`src/design/sud_pkg.sv`:
```
package sud_pkg;

	localparam int DATA_WIDTH = 64;
	localparam int CNT_W = $clog2(DATA_WIDTH);

	typedef logic [DATA_WIDTH-1:0] word_t;
	typedef logic [CNT_W-1:0] cnt_t;

	localparam logic [1:0] MODE_UQUO = 2'd0;
	localparam logic [1:0] MODE_UREM = 2'd1;
	localparam logic [1:0] MODE_SQUO = 2'd2;
	localparam logic [1:0] MODE_SREM = 2'd3;

	// Result of one restoring step of the shared unit.
	typedef struct packed {
		word_t rem;
		logic  quo_bit;
	} step_t;

	function automatic word_t negate(word_t v);
		return ~v + word_t'(1);
	endfunction

	function automatic logic is_signed_mode(logic [1:0] m);
		return (m == MODE_SQUO) || (m == MODE_SREM);
	endfunction

endpackage

```
`src/design/signed_unsigned_divider_64_top.sv`:
```
// Restoring integer divider for 64-bit operands. mode selects unsigned
// quotient, unsigned remainder, signed quotient or signed remainder; signed
// modes divide magnitudes and fix the sign at the end, so the quotient
// truncates toward zero and the remainder follows the dividend's sign. A
// zero divisor gives answer 0 with divide_by_zero set. One compare-subtract
// unit produces one quotient bit per cycle. An accepted transaction loads the
// magnitudes, runs 64 iterations of the shared step, and then fixes the sign
// into the output register once that register is free. A zero divisor skips
// the iterations. in_stall is high while a division is in progress; the
// output register lets a new transaction start while the previous result
// still waits to be taken.
module signed_unsigned_divider_64_top (
	input  logic           clk,
	input  logic           arst_n,
	input  logic           in_valid,
	output logic           in_stall,
	input  logic [1:0]     mode,
	input  sud_pkg::word_t dividend,
	input  sud_pkg::word_t divisor,
	output logic           out_valid,
	input  logic           out_stall,
	output sud_pkg::word_t answer,
	output logic           divide_by_zero
);
	import sud_pkg::*;

	localparam logic [1:0] ST_IDLE = 2'd0;
	localparam logic [1:0] ST_DIV  = 2'd1;
	localparam logic [1:0] ST_FIX  = 2'd2;

	logic [1:0] state_q;
	cnt_t       cnt_q;
	word_t      quo_q;
	word_t      rem_q;
	word_t      den_q;
	logic [1:0] mode_q;
	logic       nneg_q;
	logic       dneg_q;
	logic       dbz_q;

	logic       out_valid_q;
	word_t      answer_q;
	logic       dbz_out_q;

	logic       in_acc;
	logic       out_free;
	logic       smode;
	logic       nneg;
	logic       dneg;
	step_t      step;
	word_t      sel;
	logic       neg_res;
	word_t      fixed;

	sud_step u_step (
		.rem_in  (rem_q),
		.num_bit (quo_q[DATA_WIDTH-1]),
		.den     (den_q),
		.step    (step)
	);

	assign in_stall = (state_q != ST_IDLE);
	assign in_acc = in_valid && !in_stall;
	assign out_free = !out_valid_q || !out_stall;

	assign smode = is_signed_mode(mode);
	assign nneg = smode && dividend[DATA_WIDTH-1];
	assign dneg = smode && divisor[DATA_WIDTH-1];

	always_comb begin
		sel = (mode_q == MODE_UREM || mode_q == MODE_SREM) ? rem_q : quo_q;
		unique case (mode_q)
			MODE_SQUO: neg_res = nneg_q ^ dneg_q;
			MODE_SREM: neg_res = nneg_q;
			default:   neg_res = 1'b0;
		endcase
		if (dbz_q) begin
			fixed = '0;
		end else if (neg_res) begin
			fixed = negate(sel);
		end else begin
			fixed = sel;
		end
	end

	always_ff @(posedge clk or negedge arst_n) begin
		if (!arst_n) begin
			state_q <= ST_IDLE;
			cnt_q <= '0;
			out_valid_q <= 1'b0;
		end else begin
			unique case (state_q)
				ST_IDLE: begin
					if (in_acc) begin
						state_q <= (divisor == '0) ? ST_FIX : ST_DIV;
						cnt_q <= '0;
					end
				end
				ST_DIV: begin
					cnt_q <= cnt_q + cnt_t'(1);
					if (cnt_q == cnt_t'(DATA_WIDTH - 1)) begin
						state_q <= ST_FIX;
					end
				end
				ST_FIX: begin
					if (out_free) begin
						state_q <= ST_IDLE;
					end
				end
				default: state_q <= ST_IDLE;
			endcase
			if (state_q == ST_FIX && out_free) begin
				out_valid_q <= 1'b1;
			end else if (out_valid_q && !out_stall) begin
				out_valid_q <= 1'b0;
			end
		end
	end

	always_ff @(posedge clk) begin
		if (in_acc) begin
			quo_q <= nneg ? negate(dividend) : dividend;
			den_q <= dneg ? negate(divisor) : divisor;
			rem_q <= '0;
			mode_q <= mode;
			nneg_q <= nneg;
			dneg_q <= dneg;
			dbz_q <= (divisor == '0);
		end else if (state_q == ST_DIV) begin
			quo_q <= {quo_q[DATA_WIDTH-2:0], step.quo_bit};
			rem_q <= step.rem;
		end
		if (state_q == ST_FIX && out_free) begin
			answer_q <= fixed;
			dbz_out_q <= dbz_q;
		end
	end

	assign out_valid = out_valid_q;
	assign answer = answer_q;
	assign divide_by_zero = dbz_out_q;

	a_dbz_zero: assert property (@(posedge clk) disable iff (!arst_n)
		out_valid && divide_by_zero |-> answer == '0)
		else $error("divide by zero result carries a nonzero answer");

	a_busy_after_accept: assert property (@(posedge clk) disable iff (!arst_n)
		in_acc |=> in_stall)
		else $error("divider not busy after accepting a transaction");

	a_div_ends: assert property (@(posedge clk) disable iff (!arst_n)
		state_q == ST_DIV && cnt_q == cnt_t'(DATA_WIDTH - 1) |=> state_q == ST_FIX)
		else $error("iteration count did not end the division");

	a_fix_loads: assert property (@(posedge clk) disable iff (!arst_n)
		state_q == ST_FIX && out_free |=> out_valid)
		else $error("finished result not loaded into the output register");

endmodule

```
`src/design/sud_step.sv`:
```
module sud_step (
	input  sud_pkg::word_t rem_in,
	input  logic           num_bit,
	input  sud_pkg::word_t den,
	output sud_pkg::step_t step
);
	import sud_pkg::*;

	logic [DATA_WIDTH:0] rem_sh;
	logic [DATA_WIDTH:0] diff;
	logic                fits;

	// The partial remainder is below the divisor before the shift, so the
	// shifted value fits in one extra bit and one subtraction settles the bit.
	always_comb begin
		rem_sh = {rem_in, num_bit};
		diff = rem_sh - {1'b0, den};
		fits = ~diff[DATA_WIDTH];
		step.quo_bit = fits;
		step.rem = fits ? diff[DATA_WIDTH-1:0] : rem_sh[DATA_WIDTH-1:0];
	end

endmodule
```
`config.mk`:
```
export PLATFORM = sky130hd
export DESIGN_NAME = signed_unsigned_divider_64_top
export DESIGN_NICKNAME = d
export VERILOG_FILES = /design/src/design/sud_pkg.sv /design/src/design/signed_unsigned_divider_64_top.sv /design/src/design/sud_step.sv
export SDC_FILE = /design/constraint.sdc
export NUM_CORES = 1
export LEC_CHECK = 0
export BUFFER_PORTS_ARGS = -buffer_cell sky130_fd_sc_hd__buf_4
export CAP_MARGIN = 0
export CORE_UTILIZATION = 35
export DETAILED_ROUTE_END_ITERATION = 8
export SLEW_MARGIN = 30
export SYNTH_ARGS = -nofsm -noshare
export SYNTH_HDL_FRONTEND = slang
export SYNTH_SLANG_ARGS = --single-unit
```
`constraint.sdc`:
```
create_clock -name clk -period 8.7 [get_ports clk]
set_clock_uncertainty 0.2 [all_clocks]
set_input_delay 0.435 -clock clk [delete_from_list [all_inputs] [get_ports clk]]
set_output_delay 0.435 -clock clk [all_outputs]
set_load 0.005 [all_outputs]
```
# After elaboration in Yosys (flattened, before gate mapping)
# Cells that the tools add are included.
# word_totals
output_inout_bits,67
input_bits,134
reg_bits,271
# op_classes
eq_ne,11
n_bitwise,5
n_reduce_logical,19
add_sub_neg,5
muxes,17
# op_table
operator,n
$mux 64,7
$add 64x1->64 const B,3
$not 64->64,3
$sub 65x64->65,1
$logic_not 64->1,1
$pmux 6 s2,1
$eq 2x2->1 const B,5
$mux 2,4
$reduce_bool 2->1,4
$add 6x1->6 const B,1
$eq 6x6->1 const B,1
$mux 6,1
$ne 2x2->1 const B,3
$pmux 2 s3,1
$logic_and 1x1->1,5
$eq 2x1->1 const B,2
$logic_not 1->1,3
$logic_or 1x1->1,3
$reduce_and 3->1,1
$logic_not 2->1,1
$mux 1,2
$pmux 1 s2,1
$reduce_and 2->1,1
$not 1->1,1
$xor 1x1->1,1

# Logic depth before layout (Yosys ltp)
# Gate-level depths: netlist (run 1).
# depth
word_depth,6
ltp_mapped,22

# Cells and area by module
# From an unflattened synthesis (run 1), not the netlist that was laid out.
# unflattened
hier_cells,2446
area_unflattened_um2,20367.0
# by_module_without_submodules
module,area_each_um2,n_inst,cells_per_inst
signed_unsigned_divider_64_top,15516.1,1,1659
sud_step,4850.9,1,787

# Least setup slack after synthesis (run 1)
# OpenSTA, ideal clock, no wires.
# synth_path
path_kind,reg2reg
startpoint,reg mode_q[0]
endpoint,"reg answer_q[60], in the netlist answer[60] (data pin)"
path_stages_with_launch,22
required_time_ns,8.353
path_buffers,10
path_slack_ns,3.235
period_less_slack_ns,5.465
t_arrival_ns,5.118
setup_ns,0.147
path_cell_list,edfxtp_1 buf_4 clkbuf_1 clkbuf_1 buf_2 buf_4 buf_4 buf_2 buf_2 buf_2 buf_2 mux2i_1 ha_1 o21ai_1 nor4_1 nand4_1 nor2_1 nand3_1 o31a_1 nand2b_1 or3_1 a21oi_1
# synth_via
elab_chain_cells,6
word_cells_on_any_way,9
classes_between,add/sub (1); eq/ne (3); mux (3); bitwise (1); reduce/logical (1)
# synth_lines
element,line,text
start: declaration,signed_unsigned_divider_64_top.sv:36,logic [1:0] mode_q;
start signal: assignment,signed_unsigned_divider_64_top.sv:125,mode_q <= mode;
$eq 2x1->1 or $eq 2x2->1 (tied branches),"signed_unsigned_divider_64_top.sv:71, signed_unsigned_divider_64_top.sv:72",
$logic_or 1x1->1,signed_unsigned_divider_64_top.sv:71,sel = (mode_q == MODE_UREM || mode_q == MODE_SREM) ? rem_q : quo_q;
$mux 64,signed_unsigned_divider_64_top.sv:71,
$not 64->64,sud_pkg.sv:21,return ~v + word_t'(1);
$add 64x1->64,sud_pkg.sv:21,
$mux 64 *,signed_unsigned_divider_64_top.sv:79,end else if (neg_res) begin
end signal: assignment,signed_unsigned_divider_64_top.sv:134,answer_q <= fixed;
end: declaration,signed_unsigned_divider_64_top.sv:42,word_t answer_q;
# Mark *: on every way between the ends. The rest lies on a longest branch, timed or not.
# A chain may end at the register's enable or synchronous reset.

# Worst setup path after layout (run 1)
# layout_path
startpoint,reg quo_q[63]
endpoint,reg rem_q[57]
# layout_via
elab_chain_cells,2
# layout_lines
element,line,text
start: declaration,signed_unsigned_divider_64_top.sv:33,word_t quo_q;
start signal: assignment,signed_unsigned_divider_64_top.sv:122,quo_q <= nneg ? negate(dividend) : dividend;
start signal: assignment,signed_unsigned_divider_64_top.sv:130,"quo_q <= {quo_q[DATA_WIDTH-2:0], step.quo_bit};"
$sub 65x64->65,sud_step.sv:17,"diff = rem_sh - {1'b0, den};"
$mux 64,sud_step.sv:20,step.rem = fits ? diff[DATA_WIDTH-1:0] : rem_sh[DATA_WIDTH-1:0];
end signal: assignment,signed_unsigned_divider_64_top.sv:131,rem_q <= step.rem;
end: declaration,signed_unsigned_divider_64_top.sv:34,word_t rem_q;
# Every way passes these cells.

==> impl_metrics.json, run 1 <==
{
  "pre_cts_slack_ns": 3.98,
  "grt_usage": 0.196,
  "fin_tns_setup_ns": 0,
  "post-place-cells": 2998,
  "layout_common_cells": "nand2_1 (251), buf_4 (214), o21ai_0 (207), nor2_1 (203), edfxtp_1 (198)",
  "async_reset_ff_frac": 0.0332,
  "gp_congestion": 0.900,
  "fin_crit_sh": 0.541,
  "ys_seq_elements": 271,
  "required_ns": 8.99,
  "layout_commonest_cell": "nand2_1",
  "grt_pass1_vias": 15602,
  "max_stage_delay_ns": 0.68,
  "postCtsHoldBufs": 62,
  "worstSetupPathType": "flip-flop to flip-flop",
  "rr_worst_depth": 14,
  "cts_made_buffers": 29,
  "dp_hpwl_mm": 43.3,
  "regToRegStartpoint": "quo_q[63]$_DFFE_PP_",
  "crit_arrival_ns": 5.00,
  "initial_core_util": 0.354,
  "fin_nets": 2598,
  "rsz0062_at_grt": "false",
  "drtIter0Drc": 1182,
  "status": "completed",
  "grt_overflow_total": 0,
  "total_power_mw": 7.31,
  "wl_per_cell_um": 17.8,
  "tightest_slew_ns": 0.991,
  "min_path_type": "input port to flip-flop",
  "clk_latency_ns": 0.58,
  "port_buffers": 200,
  "postCtsSetupRepairBufs": 0,
  "critPathLaunchType": "flip-flop",
  "hold_viol": 0,
  "die_w_um": 235,
  "yosysTopAreaCellShare": 0.312,
  "num_rows": 85,
  "drv_cap": 0,
  "ys_warn_count": 0,
  "synth.yosys.seq_area_share": 0.391,
  "synth-main-ff-cell": "edfxtp_1",
  "wirelength_mm": 55.5,
  "layout_setup_ws_ns": 3.99,
  "cpLargestDelayFamily": "compound AO/OA/AOI/OAI gates",
  "antenna_found_initial": 1,
  "worstReg2RegEnd": "rem_q[57]$_SDFFE_PP0P_",
  "leakage_nw": 9.15,
  "end_kind": "flip-flop",
  "holdPathEnd": "quo_q[61]$_DFFE_PP_",
  "hold_depth": 3,
  "drt_first_pass_iters": 6,
  "fmax_mhz": 212,
  "cts_resized": 0,
  "synth_edf_count": 198,
  "routed-via-count": 16393,
  "grt_pass1_wl_mm": 87.5,
  "vias_per_cell": 5.26,
  "area_growth_pct": 19.2,
  "crit_start": "quo_q[63]$_DFFE_PP_",
  "avgSynthCellArea_um2": 8.67,
  "cellPowerDensity_nw_per_um2": 322,
  "relSlewSlack": 0.333,
  "synth_nets": 2399,
  "final_util": 0.422,
  "vdd_ir_drop_max_mv": 0.198,
  "cp_num_buf_inv": 2,
  "ys_types": 70,
  "worst_path_max_delay_cell": "nor3b_4",
  "clock_path_buffers": 3,
  "synth_area_leaders": "edfxtp_1 (31%), dfxtp_1 (6.7%), xnor2_1 (5.7%), mux2i_1 (5.6%), o21ai_0 (5.4%)",
  "grt_max_degree": 96,
  "cts.sinks": 271,
  "post-route-min-period_ns": 4.71,
  "clockRootBuffer": "clkbuf_16",
  "finalNonFillerCells": 3114,
  "die_area_um2": 55300,
  "r2r_setup_slack_ns": 3.99,
  "clk_pin_slew_worst_paths_ns": 0.06,
  "htree_num_levels": 1,
  "drv_slew": 0,
  "drc": 0,
  "syn_area_um2": 19000,
  "io_pins": 201,
  "worstPathCellList": "inv_1 > ha_1 > fa_1 > nand2b_1 > a21oi_1 > o2111ai_1 > a21oi_1 > a2111o_1 > nand2_1 > o2111ai_1 > nor3b_4 > buf_12 > nand2_1 > o21ai_0",
  "core-area_um2": 53800,
  "die-height_um": 235,
  "drive_gt1_frac": 0.119,
  "yosys.area.top_type": "edfxtp_1",
  "cts_tree": "yes",
  "critPathMaxFanout": 63,
  "ant_nets": 0,
  "min-delay-start": "dividend[61]",
  "syn_inst": 2196,
  "setup_violations": 0
}
[cell type report]
type	instances	area, um2
diodes	1	2.50
clock buffers	40	832
clock inverters	13	97.6
fillers	5374	31100
inverters	109	410
multi-input cells	1705	10800
flip-flops and latches	271	7450
well taps	696	871
repair buffers	279	2270
[stage by stage]
stage          area, um2  hold slack (ns)
2_1_floorplan      19000          -0.0606
3_3_place_gp       21100           0.0652
3_5_place_dp       21100           0.0701
4_1_cts            22700          0.00245
5_1_grt            22700           0.0405
6_report           22700           0.0341
[cell families (layout without fill, tap and decap cells)]
| logic type | count (synthesis) | after routing | synth area share |
|---|---|---|---|
| AO/OA/AOI/OAI | 548 | 548 | 0.166 |
| XOR/XNOR | 239 | 239 | 0.110 |
| adder cells (fa/ha/maj) | 69 | 69 | 0.0457 |
| buffers and inverters | 220 | 441 | 0.0449 |
| flip-flops | 271 | 271 | 0.391 |
| multiplexers | 113 | 113 | 0.0604 |
| other | 0 | 1 | 0 |
| AND/OR/NAND/NOR | 736 | 736 | 0.182 |
[synthesized netlist by cell type (8+ instances only)]
cell type and number:
nand3_1 30, nor4_1 21, nor2_1 204, o31ai_1 21, inv_1 109, o21ai_1 20
xor2_1 115, nand2b_1 27, xnor2_1 124, clkbuf_1 89, ha_1 68, dfrtp_1 9
edfxtp_1 198, dfxtp_1 64, nor2b_1 15, and3_1 12, buf_2 15, nor3b_1 20
or4_1 14, o41ai_1 8, o211ai_1 10, mux2i_1 107, a21o_1 25, o21ai_0 207
nor3_1 62, nand4_1 26, nand2_1 252, or3_1 25, o21bai_1 15, a21oi_1 172
a31oi_1 18
[worst reg2reg max path, delay by kind of cell (launching register included)]
kind	cells	cell delay, ns
buffers and inverters	2	0.47
AOI/OAI and AO/OA	6	1.57
DFF	1	0.36
adders and majority gates	2	0.60
and+or+nand+nor	4	1.44
[metal layers]
layer	share of wire	wire length (um)	global-route usage	vias up
li1	-	-	-	8238
met1	0.50	27600	0.293	7638
met2	0.43	23700	0.296	447
met3	0.053	2950	0.0237	70
met4	0.023	1260	0.0535	0
met5	0	0	0	-
[flip-flops by register name (all words and copies together) (netlist names)]
register	cells
out_valid	1
den_q	64
dneg_q	1
answer	64
rem_q	64
cnt_q	6
quo_q	64
mode_q	2
divide_by_zero	1
dbz_q	1
nneg_q	1
state_q	2
[where the power goes]
part / internal, mW / switching [mW] / total, mW
clock: 0.696 / 0.529 / 1.23
sequential: 1.92 / 0.552 / 2.47
combinational: 1.45 / 2.16 / 3.61
[worst max-delay path by stage]
| stage | depth (start not counted) | endpoint |
|---|---|---|
| 3_3_place_gp | 14 | rem_q[36]$_SDFFE_PP0P_ |
| 6_report | 14 | rem_q[57]$_SDFFE_PP0P_ |
| 5_1_grt | 14 | rem_q[57]$_SDFFE_PP0P_ |
| 4_1_cts | 14 | rem_q[25]$_SDFFE_PP0P_ |
| 2_1_floorplan | 21 | answer[60]$_SDFFCE_PP0P_ |
| 3_5_place_dp | 14 | rem_q[25]$_SDFFE_PP0P_ |
Power figures use the tool's default switching activity.
==> inputs of run 2 (changes only) <==
==> constraint.sdc (replaced) <==
create_clock -name clk -period 4.9 [get_ports clk]
set_clock_uncertainty 0.2 [all_clocks]
set_input_delay 0.245 -clock clk [delete_from_list [all_inputs] [get_ports clk]]
set_output_delay 0.245 -clock clk [all_outputs]
set_load 0.005 [all_outputs]
==> run 2 against run 1 <==
Effect of this change: power grew 80%; register-to-register slack lost 3.4 ns; sequential share of layout area shrank 1.5 points; via count grew 2.5%; first-iteration DRC count shrank 6.0%; hold slack gained 0.15 ns; critical path depth shrank 2; largest power group unchanged.
==> impl_metrics.json, run 2 (synthesis results as in run 1) <==
{
  "status": "completed",
  "leakage_nw": 9.63,
  "min_path_type": "input port to flip-flop",
  "layout_setup_ws_ns": 0.536,
  "crit_arrival_ns": 4.46,
  "vias_per_cell": 5.20,
  "clk_latency_ns": 0.58,
  "post-route-min-period_ns": 4.36,
  "met1_usage": 0.296,
  "cellPowerDensity_nw_per_um2": 551,
  "die_area_um2": 55300,
  "cts_resized": 0,
  "worst_path_max_delay_cell": "or4_1",
  "critPathMaxFanout": 4,
  "holdPathEnd": "mode_q[0]$_DFFE_PP_",
  "layout_common_cells": "nand2_1 (251), buf_4 (234), o21ai_0 (207), nor2_1 (203), edfxtp_1 (198)",
  "p_int_mw": 7.35,
  "cts_made_buffers": 29,
  "port_buffers": 200,
  "core-area_um2": 53800,
  "setup_violations": 0,
  "grt_max_degree": 106,
  "antenna_found_initial": 3,
  "r2r_setup_slack_ns": 0.62,
  "drv_slew": 0,
  "drtIter0Drc": 1111,
  "clk_pin_slew_worst_paths_ns": 0.06,
  "regToRegStartpoint": "mode_q[0]$_DFFE_PP_",
  "fmax_mhz": 229,
  "worstReg2RegEnd": "answer[57]$_SDFFCE_PP0P_",
  "dp_hpwl_mm": 44.2,
  "area_growth_pct": 25.1,
  "cts_tree": "yes",
  "wirelength_mm": 56.3,
  "io_pins": 201,
  "worstSetupPathType": "input port to flip-flop",
  "clockRootBuffer": "clkbuf_16",
  "hold_viol": 0,
  "wl_per_cell_um": 17.4,
  "die-height_um": 235,
  "fin_tns_setup_ns": 0,
  "worstPathCellList": "dlygate4sd3_1 > buf_4 > or4_1 > nor3_1 > nand3_1 > or4_1 > or2_1 > or3_1 > o21ai_1 > xor2_1 > dlygate4sd3_1 > o21ai_1",
  "drv_cap": 0,
  "drt_first_pass_iters": 5,
  "num_rows": 85,
  "use_met2": 0.299,
  "layout_commonest_cell": "nand2_1",
  "swShare": 0.440,
  "grt.busiest_layer": "met2",
  "power.switching_mw": 5.78,
  "finalNonFillerCells": 3234,
  "clock_power_share": 0.161,
  "rr_worst_depth": 13,
  "tightest_slew_ns": 0.944,
  "grt_pass1_vias": 15767,
  "post-place-cells": 3017,
  "die_w_um": 235,
  "pre_cts_slack_ns": 0.626,
  "initial_core_util": 0.354,
  "fin_nets": 2716,
  "final_util": 0.443,
  "grt_overflow_total": 0,
  "end_kind": "flip-flop",
  "htree_num_levels": 1,
  "hold_depth": 2,
  "grt_usage": 0.198,
  "ant_nets": 0,
  "total_power_mw": 13.1,
  "min-delay-start": "mode[0]",
  "power_frac_seq": 0.327,
  "gp_congestion": 0.945,
  "vdd_ir_drop_max_mv": 0.260,
  "crit_start": "dividend[30]",
  "cts.sinks": 271,
  "power.share.combinational": 0.512,
  "drc": 0,
  "rsz0062_at_grt": "false",
  "clock_path_buffers": 3,
  "required_ns": 4.99,
  "critPathLaunchType": "input port",
  "routed-via-count": 16808,
  "max_stage_delay_ns": 0.61,
  "fin_crit_sh": 0.891,
  "drive_gt1_frac": 0.119,
  "grt_pass1_wl_mm": 88.3,
  "relSlewSlack": 0.371,
  "grtUsageMet3": 0.0178
}
==> run 2: final cells by class <==
cell class,instances,area (um2)
clock inverters,5,32.5
clock buffers,48,868
multi-input cells,1705,10800
well taps,696,871
diodes,3,7.51
inverters,109,410
repair buffers,397,3410
flip-flops and latches,271,7450
fillers,5222,30000
==> run 2: stage by stage <==
step	hold slack [ns]	instance area (um2)
floorplan	-0.251	19100
global placement	-0.125	21300
detailed placement	-0.121	21300
CTS	0.157	23800
global route	0.166	23800
finish	0.181	23800
==> run 2: worst max-delay path by stage <==
stage,cells after the start,slack (ns),to
floorplan,21,0.009,answer[60]$_SDFFCE_PP0P_
global placement,12,0.64,answer[63]$_SDFFCE_PP0P_
CTS,12,0.62,answer[63]$_SDFFCE_PP0P_
detailed placement,12,0.63,answer[63]$_SDFFCE_PP0P_
global route,13,0.30,quo_q[58]$_DFFE_PP_
finish,12,0.54,quo_q[48]$_DFFE_PP_
==> run 2: metal layers <==
metal,share of wire,vias up
li1,-,8470
met4,0.027,0
met2,0.42,476
met1,0.51,7784
met5,0,-
met3,0.044,78
==> run 2: critical path, delay by kind of cell <==
family | cells | cell delay, ns
buffers and inverters | 3 | 1.25
AND/OR/NAND/NOR | 6 | 2.57
AO/OA/AOI/OAI | 2 | 0.23
XOR/XNOR | 1 | 0.16
==> run 2: power groups by stage <==
stage | clock network (mW) | registers (mW) | logic [mW]
floorplan | 0 | 3.93 | 4.88
global placement | 0 | 4.28 | 6.45
CTS | 2.17 | 4.25 | 6.68
global route | 2.25 | 4.37 | 7.51
finish | 2.12 | 4.29 | 6.72
detailed placement | 0 | 4.30 | 6.53
==> run 2: what timing repair did <==
| item | in CTS | in global routing |
|---|---|---|
| hold buffers | 161 | 0 |
| endpoints found under the hold margin | 144 | 0 |
| buffers inserted | 0 | 0 |
